===== src/rtl/assert_macros.svh =====
// ----------------------------------------------------------------------------
// assert_macros.svh
// Shared concurrent assertion macros for the TLV CRC-32 deframer.
// ----------------------------------------------------------------------------
`ifndef ASSERT_MACROS_SVH
`define ASSERT_MACROS_SVH

// Same-cycle implication, sampled on the rising clock edge, off during reset.
`define TLV_ASSERT_IMP(lbl, clk, rst_n, ante, cons) \
    lbl: assert property (@(posedge clk) disable iff (!rst_n) (ante) |-> (cons)) \
        else $error("same-cycle implication failed");

// Next-cycle implication, sampled on the rising clock edge, off during reset.
`define TLV_ASSERT_NXT(lbl, clk, rst_n, ante, cons) \
    lbl: assert property (@(posedge clk) disable iff (!rst_n) (ante) |=> (cons)) \
        else $error("next-cycle implication failed");

`endif


===== src/rtl/tlvcrc_pkg.sv =====
// ----------------------------------------------------------------------------
// tlvcrc_pkg
// Types, codes and the CRC-32 byte update shared by the deframer modules.
// ----------------------------------------------------------------------------
`default_nettype none

package tlvcrc_pkg;

    // Reflected CRC-32: polynomial, preset and final XOR.
    localparam logic [31:0] CRC_POLY = 32'hEDB8_8320;
    localparam logic [31:0] CRC_INIT = 32'hFFFF_FFFF;

    // Position of the last byte in a 4-byte length or CRC field.
    localparam logic [1:0] FIELD_LAST_IDX = 2'd3;

    // Result kinds.
    localparam logic [1:0] KIND_PAYLOAD = 2'd0;
    localparam logic [1:0] KIND_GOOD    = 2'd1;
    localparam logic [1:0] KIND_BAD     = 2'd2;

    typedef enum logic [1:0] {
        PH_TYPE    = 2'd0,
        PH_LENGTH  = 2'd1,
        PH_PAYLOAD = 2'd2,
        PH_CRC     = 2'd3
    } phase_t;

    typedef struct packed {
        logic [1:0]  kind;
        logic [7:0]  data;
        logic [7:0]  frame_type;
        logic [31:0] frame_length;
    } result_t;

    // One byte of the reflected CRC-32; unrolls into an XOR network.
    function automatic logic [31:0] crc32_byte(input logic [31:0] crc, input logic [7:0] b);
        logic [31:0] c;
        c = crc ^ {24'd0, b};
        for (int k = 0; k < 8; k++) begin
            c = (c >> 1) ^ (c[0] ? CRC_POLY : 32'd0);
        end
        return c;
    endfunction

endpackage

`default_nettype wire


===== src/rtl/tlvcrc_if.sv =====
// ----------------------------------------------------------------------------
// tlvcrc_if
// Valid/ready channels for the raw byte stream and the deframed results.
// ----------------------------------------------------------------------------
`default_nettype none

interface tlvcrc_in_if;
    logic       valid;
    logic       ready;
    logic [7:0] in_byte;

    modport source (output valid, output in_byte, input ready);
    modport sink   (input valid, input in_byte, output ready);
endinterface

interface tlvcrc_out_if;
    logic        valid;
    logic        ready;
    logic [1:0]  out_kind;
    logic [7:0]  out_byte;
    logic [7:0]  frame_type;
    logic [31:0] frame_length;

    modport source (output valid, output out_kind, output out_byte, output frame_type,
                    output frame_length, input ready);
    modport sink   (input valid, input out_kind, input out_byte, input frame_type,
                    input frame_length, output ready);
endinterface

`default_nettype wire


===== src/rtl/tlvcrc_parser.sv =====
// ----------------------------------------------------------------------------
// tlvcrc_parser
// Frame state machine and CRC accumulation, one byte per accepted request.
// ----------------------------------------------------------------------------
`default_nettype none
`include "assert_macros.svh"

module tlvcrc_parser (
    input  logic                clk,
    input  logic                rst_n,
    input  logic                in_valid,
    input  logic [7:0]          in_byte,
    input  logic                in_ready,
    output logic                res_valid,
    output tlvcrc_pkg::result_t res
);
    import tlvcrc_pkg::*;

    phase_t      phase_reg, phase_next;
    logic [1:0]  idx_reg, idx_next;
    logic [31:0] remain_reg, remain_next;
    logic [7:0]  type_reg, type_next;
    logic [31:0] length_reg, length_next;
    logic [31:0] crc_reg, crc_next;
    logic [31:0] rx_crc_reg, rx_crc_next;

    logic        accept;
    logic [31:0] length_shift;
    logic [31:0] rx_crc_shift;

    assign accept       = in_valid & in_ready;
    assign length_shift = {length_reg[23:0], in_byte};
    assign rx_crc_shift = {rx_crc_reg[23:0], in_byte};

    // Next phase.
    always_comb
    begin
        phase_next = phase_reg;
        if (accept)
        begin
            unique case (phase_reg)
                PH_TYPE:    phase_next = PH_LENGTH;
                PH_LENGTH:
                begin
                    if (idx_reg == FIELD_LAST_IDX)
                    begin
                        phase_next = (length_shift == 32'd0) ? PH_CRC : PH_PAYLOAD;
                    end
                end
                PH_PAYLOAD:
                begin
                    if (remain_reg == 32'd1)
                    begin
                        phase_next = PH_CRC;
                    end
                end
                PH_CRC:
                begin
                    if (idx_reg == FIELD_LAST_IDX)
                    begin
                        phase_next = PH_TYPE;
                    end
                end
                default:    phase_next = PH_TYPE;
            endcase
        end
    end

    // Datapath updates and the result of the current byte.
    always_comb
    begin
        idx_next     = idx_reg;
        remain_next  = remain_reg;
        type_next    = type_reg;
        length_next  = length_reg;
        crc_next     = crc_reg;
        rx_crc_next  = rx_crc_reg;
        res_valid    = 1'b0;
        res.kind         = KIND_PAYLOAD;
        res.data         = 8'd0;
        res.frame_type   = type_reg;
        res.frame_length = length_reg;
        if (accept)
        begin
            unique case (phase_reg)
                PH_TYPE:
                begin
                    type_next   = in_byte;
                    length_next = 32'd0;
                    idx_next    = 2'd0;
                    rx_crc_next = 32'd0;
                    crc_next    = CRC_INIT;
                end
                PH_LENGTH:
                begin
                    length_next = length_shift;
                    idx_next    = idx_reg + 2'd1;
                    if (idx_reg == FIELD_LAST_IDX)
                    begin
                        remain_next = length_shift;
                    end
                end
                PH_PAYLOAD:
                begin
                    crc_next    = crc32_byte(crc_reg, in_byte);
                    remain_next = remain_reg - 32'd1;
                    if (remain_reg == 32'd1)
                    begin
                        idx_next = 2'd0;
                    end
                    res_valid = 1'b1;
                    res.data  = in_byte;
                end
                PH_CRC:
                begin
                    rx_crc_next = rx_crc_shift;
                    idx_next    = idx_reg + 2'd1;
                    if (idx_reg == FIELD_LAST_IDX)
                    begin
                        res_valid = 1'b1;
                        res.kind  = ((crc_reg ^ CRC_INIT) == rx_crc_shift) ? KIND_GOOD
                                                                           : KIND_BAD;
                        idx_next  = 2'd0;
                        crc_next  = CRC_INIT;
                    end
                end
                default:
                begin
                    idx_next = 2'd0;
                end
            endcase
        end
    end

    always_ff @(posedge clk or negedge rst_n)
    begin
        if (!rst_n)
        begin
            phase_reg  <= PH_TYPE;
            idx_reg    <= 2'd0;
            remain_reg <= 32'd0;
            type_reg   <= 8'd0;
            length_reg <= 32'd0;
            crc_reg    <= CRC_INIT;
            rx_crc_reg <= 32'd0;
        end
        else
        begin
            phase_reg  <= phase_next;
            idx_reg    <= idx_next;
            remain_reg <= remain_next;
            type_reg   <= type_next;
            length_reg <= length_next;
            crc_reg    <= crc_next;
            rx_crc_reg <= rx_crc_next;
        end
    end

    // The payload phase is only entered with a nonzero count and a cleared index.
    `TLV_ASSERT_IMP(a_payload_count_nonzero, clk, rst_n, phase_reg == PH_PAYLOAD, remain_reg != 32'd0)
    `TLV_ASSERT_IMP(a_payload_index_clear, clk, rst_n, phase_reg == PH_PAYLOAD, idx_reg == 2'd0)
    `TLV_ASSERT_NXT(a_verdict_restarts, clk, rst_n, res_valid && res.kind != KIND_PAYLOAD, phase_reg == PH_TYPE)

endmodule

`default_nettype wire


===== src/rtl/tlvcrc_out_buf.sv =====
// ----------------------------------------------------------------------------
// tlvcrc_out_buf
// Output register with a skid entry, so the input can still take one more result under a stall.
// ----------------------------------------------------------------------------
`default_nettype none
`include "assert_macros.svh"

module tlvcrc_out_buf (
    input  logic                clk,
    input  logic                rst_n,
    input  logic                push,
    input  tlvcrc_pkg::result_t push_data,
    output logic                space,
    output logic                out_valid,
    input  logic                out_ready,
    output tlvcrc_pkg::result_t out_data
);
    import tlvcrc_pkg::*;

    logic    out_valid_reg, out_valid_next;
    logic    skid_valid_reg, skid_valid_next;
    result_t main_reg, main_next;
    result_t skid_reg, skid_next;
    logic    out_fire;

    assign out_fire  = out_valid_reg & out_ready;
    assign space     = ~skid_valid_reg;
    assign out_valid = out_valid_reg;
    assign out_data  = main_reg;

    always_comb
    begin
        out_valid_next  = out_valid_reg;
        skid_valid_next = skid_valid_reg;
        main_next       = main_reg;
        skid_next       = skid_reg;
        if (skid_valid_reg)
        begin
            if (out_fire)
            begin
                main_next       = skid_reg;
                skid_valid_next = 1'b0;
            end
        end
        else if (push)
        begin
            if (!out_valid_reg || out_fire)
            begin
                main_next      = push_data;
                out_valid_next = 1'b1;
            end
            else
            begin
                skid_next       = push_data;
                skid_valid_next = 1'b1;
            end
        end
        else if (out_fire)
        begin
            out_valid_next = 1'b0;
        end
    end

    always_ff @(posedge clk or negedge rst_n)
    begin
        if (!rst_n)
        begin
            out_valid_reg  <= 1'b0;
            skid_valid_reg <= 1'b0;
        end
        else
        begin
            out_valid_reg  <= out_valid_next;
            skid_valid_reg <= skid_valid_next;
        end
    end

    always_ff @(posedge clk)
    begin
        main_reg <= main_next;
        skid_reg <= skid_next;
    end

    // The skid entry only ever backs up a full output register.
    `TLV_ASSERT_IMP(a_skid_behind_main, clk, rst_n, skid_valid_reg, out_valid_reg)
    // A result arrives only while the skid entry is free.
    `TLV_ASSERT_IMP(a_push_has_space, clk, rst_n, push, !skid_valid_reg)
    // A result pushed into a stalled register lands in the skid entry.
    `TLV_ASSERT_NXT(a_stall_fills_skid, clk, rst_n, push && out_valid_reg && !out_ready, skid_valid_reg)

endmodule

`default_nettype wire


===== src/rtl/tlv_crc32_frame_parser_core.sv =====
// ----------------------------------------------------------------------------
// tlv_crc32_frame_parser_core
// Streaming type-length-value deframer with CRC-32 check.
// ----------------------------------------------------------------------------
// The ingress channel carries one raw byte per request. A frame is a type
// byte, a 4-byte big-endian length, the payload, then a 4-byte big-endian
// reflected CRC-32 of the payload. Every payload byte leaves on the egress
// channel at once as kind 0, tagged with the frame's type and length. After
// the fourth CRC byte, one verdict request leaves with kind 1 (good) or
// kind 2 (mismatch); the next byte then starts a new frame. Header and
// early CRC bytes produce nothing on the egress side.
// Each result is registered in the output register, or in the skid entry
// while the receiver stalls. Throughput is one byte per cycle while ingress
// is ready, set by the single parser register stage whose CRC update is one
// byte of XOR logic. Reset clears the parser to wait for a type byte and
// empties the output. When the receiver stalls, a skid entry behind the
// output register takes one more result, so ingress stays ready until both
// entries are full and then drops ready until the receiver drains a result.
// ----------------------------------------------------------------------------
`default_nettype none

module tlv_crc32_frame_parser_core (
    input  logic         clk,
    input  logic         rst_n,
    tlvcrc_in_if.sink    ingress,
    tlvcrc_out_if.source egress
);
    import tlvcrc_pkg::*;

    logic    res_valid;
    result_t res;
    logic    space;
    result_t out_data;

    // Byte accepted only while the output side can take its possible result.
    assign ingress.ready = space;

    tlvcrc_parser u_parser (
        .clk       (clk),
        .rst_n     (rst_n),
        .in_valid  (ingress.valid),
        .in_byte   (ingress.in_byte),
        .in_ready  (space),
        .res_valid (res_valid),
        .res       (res)
    );

    tlvcrc_out_buf u_out_buf (
        .clk       (clk),
        .rst_n     (rst_n),
        .push      (res_valid),
        .push_data (res),
        .space     (space),
        .out_valid (egress.valid),
        .out_ready (egress.ready),
        .out_data  (out_data)
    );

    assign egress.out_kind     = out_data.kind;
    assign egress.out_byte     = out_data.data;
    assign egress.frame_type   = out_data.frame_type;
    assign egress.frame_length = out_data.frame_length;

endmodule

`default_nettype wire

===== src/flat_wrapper.sv =====
// flat-port wrapper written by rule: the top's interface ports become plain ports
module tlv_crc32_frame_parser_core_flat import tlvcrc_pkg::*;
  (clk, rst_n, ingress_valid, ingress_in_byte, ingress_ready, egress_valid, egress_out_kind, egress_out_byte, egress_frame_type, egress_frame_length, egress_ready);
  tlvcrc_in_if ingress_i ();
  tlvcrc_out_if egress_i ();
  input  logic clk;
  input  logic rst_n;
  input wire logic [$bits(ingress_i.valid)-1:0] ingress_valid;
  input wire logic [$bits(ingress_i.in_byte)-1:0] ingress_in_byte;
  output wire logic [$bits(ingress_i.ready)-1:0] ingress_ready;
  output wire logic [$bits(egress_i.valid)-1:0] egress_valid;
  output wire logic [$bits(egress_i.out_kind)-1:0] egress_out_kind;
  output wire logic [$bits(egress_i.out_byte)-1:0] egress_out_byte;
  output wire logic [$bits(egress_i.frame_type)-1:0] egress_frame_type;
  output wire logic [$bits(egress_i.frame_length)-1:0] egress_frame_length;
  input wire logic [$bits(egress_i.ready)-1:0] egress_ready;
  assign ingress_i.valid = ingress_valid;
  assign ingress_i.in_byte = ingress_in_byte;
  assign ingress_ready = ingress_i.ready;
  assign egress_valid = egress_i.valid;
  assign egress_out_kind = egress_i.out_kind;
  assign egress_out_byte = egress_i.out_byte;
  assign egress_frame_type = egress_i.frame_type;
  assign egress_frame_length = egress_i.frame_length;
  assign egress_i.ready = egress_ready;
  tlv_crc32_frame_parser_core u_core (.clk(clk), .rst_n(rst_n), .ingress(ingress_i), .egress(egress_i));
endmodule

===== config.mk =====
export PLATFORM = sky130hd
export DESIGN_NAME = tlv_crc32_frame_parser_core_flat
export DESIGN_NICKNAME = d
export VERILOG_FILES = /design/src/rtl/tlvcrc_pkg.sv /design/src/rtl/tlvcrc_if.sv /design/src/rtl/tlvcrc_parser.sv /design/src/rtl/tlvcrc_out_buf.sv /design/src/rtl/tlv_crc32_frame_parser_core.sv /design/src/flat_wrapper.sv
export VERILOG_INCLUDE_DIRS = /design/src /design/src/rtl
export SDC_FILE = /design/constraint.sdc
export NUM_CORES = 1
export LEC_CHECK = 0
export BUFFER_PORTS_ARGS = -buffer_cell sky130_fd_sc_hd__buf_2
export CAP_MARGIN = 20
export CORE_ASPECT_RATIO = 0.8
export CORE_MARGIN = 10
export CORE_UTILIZATION = 45
export DETAILED_ROUTE_END_ITERATION = 7
export PLACE_DENSITY = 0.59
export SLEW_MARGIN = 10
export SYNTH_ARGS = -nofsm -noshare
export SYNTH_HDL_FRONTEND = slang
export SYNTH_SLANG_ARGS = --single-unit

===== constraint.sdc =====
create_clock -name clk -period 12.9 [get_ports clk]
set_clock_uncertainty 0.1 [all_clocks]
set_input_delay 2.58 -clock clk [delete_from_list [all_inputs] [get_ports clk]]
set_output_delay 2.58 -clock clk [all_outputs]
set_load 0.03 [all_outputs]

# Word-level counts from Yosys, hierarchy flattened
# Cells that the tools add are included.
[word_totals] reg_bits=234 input_bits=12 output_inout_bits=52 wordCells=106
[classes] add_sub_neg=2 eq_ne=11 mux=41 n_bitwise=14 reduce_logical=21
[op_table] operator="$mux W32" n=10
[op_table] operator="$xor A31 B32 Y32" n=8
[op_table] operator="$mux W50" n=4
[op_table] operator="$pmux W32 S2" n=2
[op_table] operator="$pmux W32 S3" n=1
[op_table] operator="$pmux W24 S2" n=1
[op_table] operator="$eq A32 B1 Y1 const B" n=1
[op_table] operator="$eq A32 B32 Y1" n=1
[op_table] operator="$logic_not A32 Y1" n=1
[op_table] operator="$not A32 Y32" n=1
[op_table] operator="$sub A32 B1 Y32 const B" n=1
[op_table] operator="$xor A32 B8 Y32" n=1
[op_table] operator="$mux W2" n=8
[op_table] operator="$pmux W2 S4" n=2
[op_table] operator="$reduce_and A3 Y1" n=5
[op_table] operator="$reduce_bool A2 Y1" n=6
[op_table] operator="$mux W1" n=10
[op_table] operator="$mux W10" n=1
[op_table] operator="$mux W8" n=1
[op_table] operator="$ne A2 B2 Y1 const B" n=4
[op_table] operator="$reduce_and A2 Y1" n=4
[op_table] operator="$eq A2 B2 Y1 const B" n=3
[op_table] operator="$reduce_and A4 Y1" n=1
[op_table] operator="$reduce_bool A3 Y1" n=1
[op_table] operator="9 further kinds" n=11

# Depth between registers and ports, before layout
# Gate-level depths: netlist (run 1).
[logic_depth] word_depth=18 ltp_mapped=11 depth_no_buf=7

# By module
# A second synthesis (run 1) with hierarchy kept.
[hier_totals] cells_unflattened=869 area_unflattened_um2=10841.6
[by_module_without_submodules] mod="tlvcrc_parser" n_inst=1 cells_each=701 area_per_inst_um2=6890.4 seq_area_each_um2=3343.2
[by_module_without_submodules] mod="tlvcrc_out_buf" n_inst=1 cells_each=168 area_per_inst_um2=3951.3 seq_area_each_um2=3052.9

# Least setup slack after synthesis (run 1)
# No wires, ideal clock.
[synth_path] kind="input -> register" startpoint="input ingress_valid" endpoint="register u_core.u_out_buf.main_reg (netlist bit u_core.u_out_buf.out_data[0]) (enable)" setup_ns=0.474 arrival_ns=5.767 required_ns=12.326 setup_slack_ns=6.559 cell_stages=5 path_buffers=2 cell_sequence="nor2b_1 -> clkbuf_1 -> clkbuf_1 -> nand2_1 -> a21oi_1"
[synth_between] elab_chain_cells=4
[synth_lines] item="from (decl)" line_no="flat_wrapper.sv:8" source="input wire logic [$bits(ingress_i.valid)-1:0] ingress_valid;"
[synth_lines] item="$and A1 B1 Y1" line_no="tlvcrc_parser.sv:31" source="assign accept = in_valid & in_ready;"
[synth_lines] item="$mux W1" line_no="tlvcrc_parser.sv:83" source="if (accept)"
[synth_lines] item="$reduce_bool A2 Y1 (no source line)"
[synth_lines] item="$reduce_and A3 Y1 (no source line)"
[synth_lines] item="to (signal assigned)" line_no="tlvcrc_out_buf.sv:80" source="main_reg <= main_next;"
[synth_lines] item="to (decl)" line_no="tlvcrc_out_buf.sv:22" source="result_t main_reg, main_next;"
# Every way passes these cells.
# A chain may end at the register's enable or synchronous reset.

# Final worst setup path (run 1)
[layout_path] startpoint="input ingress_valid" endpoint="register u_core.u_parser.remain_reg[13]"
[layout_between] elab_chain_cells=2
[layout_lines] item="$and A1 B1 Y1" line_no="tlvcrc_parser.sv:31"
[layout_lines] item="$reduce_and A3 Y1 (no source line)"
[layout_lines] item="to (signal assigned)" line_no="tlvcrc_parser.sv:151" source="remain_reg <= remain_next;"
[layout_lines] item="to (decl)" line_no="tlvcrc_parser.sv:21" source="logic [31:0] remain_reg, remain_next;"
# Every way passes these cells.

==> impl_metrics.ini, run 1 <==
[outcome]
status = finished, final reports clean

[pwr]
switchingPower_mw = 1.30
intPower_mw = 2.07
clockPowerShare_pct = 21.9
power_density_nw_per_um2 = 276
p_comb_share_pct = 39.4
power.total_mw = 3.37
switching_share_pct = 38.6
peakVddDrop_mv = 0.116
pwr-share-seq_pct = 38.7
power.leakage_nw = 4.81

[cts]
cts_max_level = 1
clk_latency_ns = 0.54
clk_pin_slew_worst_paths_ns = 0.06
cts-root-buf = clkbuf_16
clkSinkCount = 234
cts_tree = yes
post_cts_resized = 0
cts_setup_buffers = 0
holdBufCountCts = 0
cts_buffers = 25
clockBufferDepth = 3

[critical_path]
arrival_ns = 4.80
required_ns = 13.18
path_common_cell = buf_4
crit_fanout = 60
rr_endpoint = u_core.u_parser.remain_reg[13]
worstPathCellList = buf_2, nor2b_1, buf_4, and2_2, buf_4, nand2b_1, buf_8, o22ai_1, a21oi_1
r2r_setup_slack_ns = 9.70
worstSetupStartpointType = input pin
end_kind = register
worstSetupPathType = input pin to register
cp_num_buf_inv = 4
slowest_delay_ns = 0.54
crit_slowest_cell = nand2b_1
critPathTopFamily = buffers and inverters
rr_startpoint = u_core.u_out_buf.skid_valid_reg
r2r.worst_path.cells = 9

[placed_design]
hpwl_mm = 15.8
place_inst = 1214
port_buffers = 63
routabilityCongestion = 0.815
place_ws_ns = 7.71

[yosys]
yosys.area.top_type = edfxtp_1
ys_ff_latch = 234
syn_avg_cell_area_um2 = 12.2
seq_area_frac_synth_pct = 59.8
synth_top_area_share_pct = 28.1
synthCells = 877
synth_cell_types = 50
syn_area_um2 = 10700
synth_edf_count = 100
yosys-top-cells-area = edfxtp_1 28%, dfrtp_1 24%, dfstp_2 7.9%, mux2_2 5.3%, xnor2_1 4.1%
yosys_warnings = 0
synth_ff_type = dfrtp_1
syn_nets = 897
async_flop_share_pct = 57.3
synth_common_cells = 102 x dfrtp_1, 100 x edfxtp_1, 84 x nand2_1
yosysMostFrequentCell = dfrtp_1

[sta]
max_freq_mhz = 221
fin_setup_tns_ns = 0
setup_viol = 0
report.final.hold_viol_count = 0
report.final.slew_viol_count = 0
relSlewSlack_pct = 35.3
max_slew.worst_pin.slew_ns = 0.971
postLayoutSetupSlackWorst_ns = 8.38
min_period_over_period_pct = 35.0
period_needed_ns = 4.52
rsz0062_at_grt = no

[grt]
grt_pass1_wl_mm = 39.5
grt_pass1_vias = 6554
grt.total_usage_pct = 16.4
overflow = 0
grt_max_degree = 75
antenna_found_initial = 0

[route]
first_iter_violations = 624
dr.pass1.iters = 5
wl_per_cell_um = 19.7
wirelength_mm = 24.9
routed_via_density = 5.50
drtAntennaViolNets = 0
drc_errors = 0
vias = 6940

[floorplanning]
io_pins = 64
initial_core_util_pct = 45.7
die-area_um2 = 30400
die_w_um = 192
rows = 50
dieHeight_um = 158
core_area_um2 = 23400

[hold_path]
worstHoldStart = u_core.u_parser.type_reg[1]
hp-class = register to register
hold_path_depth = 0
whs_endpoint = u_core.u_out_buf.skid_reg[33]

[finish]
drive_gt1_share_pct = 23.8
fin_cells = 1261
nets = 950
area_growth_pct = 14.0
n_antenna_cell = 0

[run]
maxCapViolCount = 0
-- per-layer routing --
metal | global-route usage, % | routed length, µm | vias to the layer above | share of wire (%)
li1 | - | - | 3297 | -
met1 | 26.8 | 13200 | 3447 | 53
met2 | 21.8 | 10000 | 172 | 40
met3 | 2.64 | 1360 | 24 | 5.5
met4 | 3.32 | 331 | 0 | 1.3
met5 | 0 | 0 | - | 0
-- cells by family (layout without fill, tap and decap cells) --
family | after synthesis | after routing | share of synthesized area, %
xor gates and xnor gates | 96 | 96 | 8.76
buffers and inverters | 63 | 135 | 2.29
AOI/OAI and AO/OA | 185 | 185 | 10.8
and+or+nand+nor | 219 | 219 | 10.1
muxes | 72 | 72 | 7.38
adders and majority gates | 8 | 8 | 0.935
DFF | 234 | 234 | 59.8
-- worst max path at each step --
stage               slack (ns)           from  cells past startpoint                             end
global route              8.17  ingress_valid                      9  u_core.u_parser.remain_reg[13]
floorplan                 6.56  ingress_valid                      5    u_core.u_out_buf.out_data[0]
global placement          7.81  ingress_valid                      8  u_core.u_parser.remain_reg[26]
CTS                       8.25  ingress_valid                      8  u_core.u_parser.remain_reg[13]
finish                    8.38  ingress_valid                      9  u_core.u_parser.remain_reg[13]
detailed placement        7.71  ingress_valid                      8  u_core.u_parser.remain_reg[10]
-- power groups by stage --
| stage | combinational, mW | clock, mW | sequential (mW) |
|---|---|---|---|
| 2_1_floorplan | 0.935 | 0 | 1.34 |
| 3_3_place_gp | 1.31 | 0 | 1.31 |
| 3_5_place_dp | 1.32 | 0 | 1.32 |
| 4_1_cts | 1.33 | 0.758 | 1.30 |
| 5_1_grt | 1.46 | 0.786 | 1.34 |
| 6_report | 1.33 | 0.740 | 1.31 |
-- placed cells by master (no fill, tap or decap), types with 12 or more instances in the layout --
cell and n:
a21oi_1 56, a22o_1 32, buf_2 62, buf_4 13, clkbuf_16 25, dfrtp_1 101, dfstp_2 32, edfxtp_1 100
inv_1 12, mux2_2 50, mux2i_1 20, nand2_1 84, nand3_1 16, nor2_1 39, nor3_1 14, nor4_1 22
o21ai_0 40, o22ai_1 28, xnor2_1 50, xor2_1 34
-- stage by stage --
stage               utilization (%)  instance area [µm²]  hold WS, ns
floorplan                         -                10700        0.337
CTS                            52.1                12200        0.372
global route                   52.1                12200        0.390
detailed placement             48.4                11300        0.359
global placement               48.4                11300        0.353
finish                         52.1                12200        0.368
-- area by class of cell --
cell class	count	area [µm²]
Clock buffer	31	658
Timing Repair Buffer	77	434
Tap cell	312	390
Multi-Input combinational cell	580	4080
Inverter	12	45.0
Clock inverter	15	194
Sequential cell	234	6400
Fill cell	2046	11200
Power figures use the tool's default switching activity.
==> inputs of run 2 (changes only) <==
- PLACE_DENSITY: 0.59 -> 0.61
- clock period: 12.9 -> 3.6 ns (I/O delays scaled with it)
==> impl_metrics.ini, run 2 (synthesized netlist as in run 1, its figures left out) <==
[outcome]
status = finished, final reports clean

[floorplanning]
die-area_um2 = 30400
die_w_um = 192
initial_core_util_pct = 45.7
core_area_um2 = 23400
rows = 50
io_pins = 64
dieHeight_um = 158

[finish]
drive_gt1_share_pct = 23.5
final.fill_count = 1989
final_cell_mix = 101 x dfrtp_1, 100 x edfxtp_1, 84 x nand2_1
n_antenna_cell = 0
multiInputGateArea_um2 = 4090
area_growth_pct = 14.1
final_common_cell = dfrtp_1
final-seq-area_um2 = 6400
nets = 954
design_area_um2 = 12200

[cts]
clkSinkCount = 234
cts_setup_buffers = 0
clockBufferDepth = 3
cts_max_level = 1
cts-root-buf = clkbuf_16
clk_pin_slew_worst_paths_ns = 0.06
holdBufCountCts = 0
cts_tree = yes
post_cts_resized = 0
cts_buffers = 25
clk_latency_ns = 0.52

[route]
wl_per_cell_um = 19.9
wl_met1_mm = 13.4
wirelength_mm = 25.1
dr.pass1.iters = 5
top_layer_used = met4
vias = 6970
routed_via_density = 5.51
drc_errors = 0
met2_length_mm = 9.78
first_iter_violations = 666
drtAntennaViolNets = 0
wl_met3_mm = 1.43

[sta]
min_period_over_period_pct = 70.8
setup_viol = 0
report.final.hold_viol_count = 0
rsz0062_at_grt = no
fin_setup_tns_ns = 0
postLayoutSetupSlackWorst_ns = 1.05
max_slew.worst_pin.slew_ns = 0.986
max_freq_mhz = 393
report.final.slew_viol_count = 0
relSlewSlack_pct = 34.0
period_needed_ns = 2.55

[critical_path]
rr_startpoint = u_core.u_parser.remain_reg[0]
cp-startpoint = u_core.u_parser.remain_reg[0]
crit_slowest_cell = or4_1
arrival_ns = 2.82
crit_fanout = 13
required_ns = 3.87
worstSetupPathType = register to register
worstSetupStartpointType = register
slowest_delay_ns = 0.85
worstPathCellList = or4_1, or4_4, nor4_4, mux2i_1, a21oi_1
end_kind = register

[run]
maxCapViolCount = 0

[pwr]
power.total_mw = 12.0
power_density_nw_per_um2 = 983
peakVddDrop_mv = 0.384
power.leakage_nw = 4.80

[placed_design]
port_buffers = 63
routabilityCongestion = 0.837
place_ws_ns = 0.802
hpwl_mm = 16.4
place_area_um2 = 11400

[grt]
grt_pass1_wl_mm = 40.1
antenna_found_initial = 0
grt.total_usage_pct = 16.7
overflow = 0
grt_max_degree = 69
grt_pass1_vias = 6660

[hold_path]
hp-class = input pin to asynchronous set/reset pin
==> run 2: final cells by class <==
| type | instances | share of cell area, % |
|---|---|---|
| sequential | 234 | 52.4 |
| multi-input combinational | 580 | 33.5 |
| clock buffer | 36 | 5.54 |
| timing repair buffer | 81 | 3.94 |
| tap | 312 | 3.20 |
| clock inverter | 10 | 1.08 |
| inverter | 12 | 0.369 |
==> run 2: per-layer routing <==
layer	vias up	track usage (%)
li1	3320	-
met5	-	0
met4	0	3.91
met3	35	3.08
met1	3454	27.2
met2	161	21.7
==> run 2: final timing paths <==
path / to / slack (ns) / depth (start not counted)
min reg2reg: u_core.u_out_buf.skid_reg[36] / 0.37 / 0
max: u_core.u_parser.remain_reg[17] / 1.05 / 5
min: u_core.u_parser.rx_crc_reg[23] / 0.12 / 1
min in group clk: u_core.u_out_buf.skid_valid_reg / 0.31 / 2
max reg2reg: u_core.u_parser.remain_reg[17] / 1.05 / 5
max in group asynchronous: u_core.u_parser.crc_reg[0] / 2.52 / 2
==> run 2: critical path, delay by kind of cell (launching register included) <==
family	cells	cell delay, ns
AO/OA/AOI/OAI	1	0.09
flip-flops	1	0.44
multiplexers	1	0.21
AND/OR/NAND/NOR	3	1.56
==> run 2: metrics by stage <==
| step | instances | util [%] | hold slack [ns] |
|---|---|---|---|
| floorplan | 877 | - | 0.324 |
| global placement | 1219 | 48.7 | 0.354 |
| detailed placement | 1219 | 48.7 | 0.357 |
| CTS | 1265 | 52.2 | 0.145 |
| global route | 1265 | 52.2 | 0.160 |
| finish | 1265 | 52.2 | 0.124 |
==> run 2: report_power, final <==
part / internal, mW / total [mW] / switching, mW
sequential: 3.86 / 4.71 / 0.850
clock: 1.52 / 2.55 / 1.03
combinational: 2.00 / 4.75 / 2.75
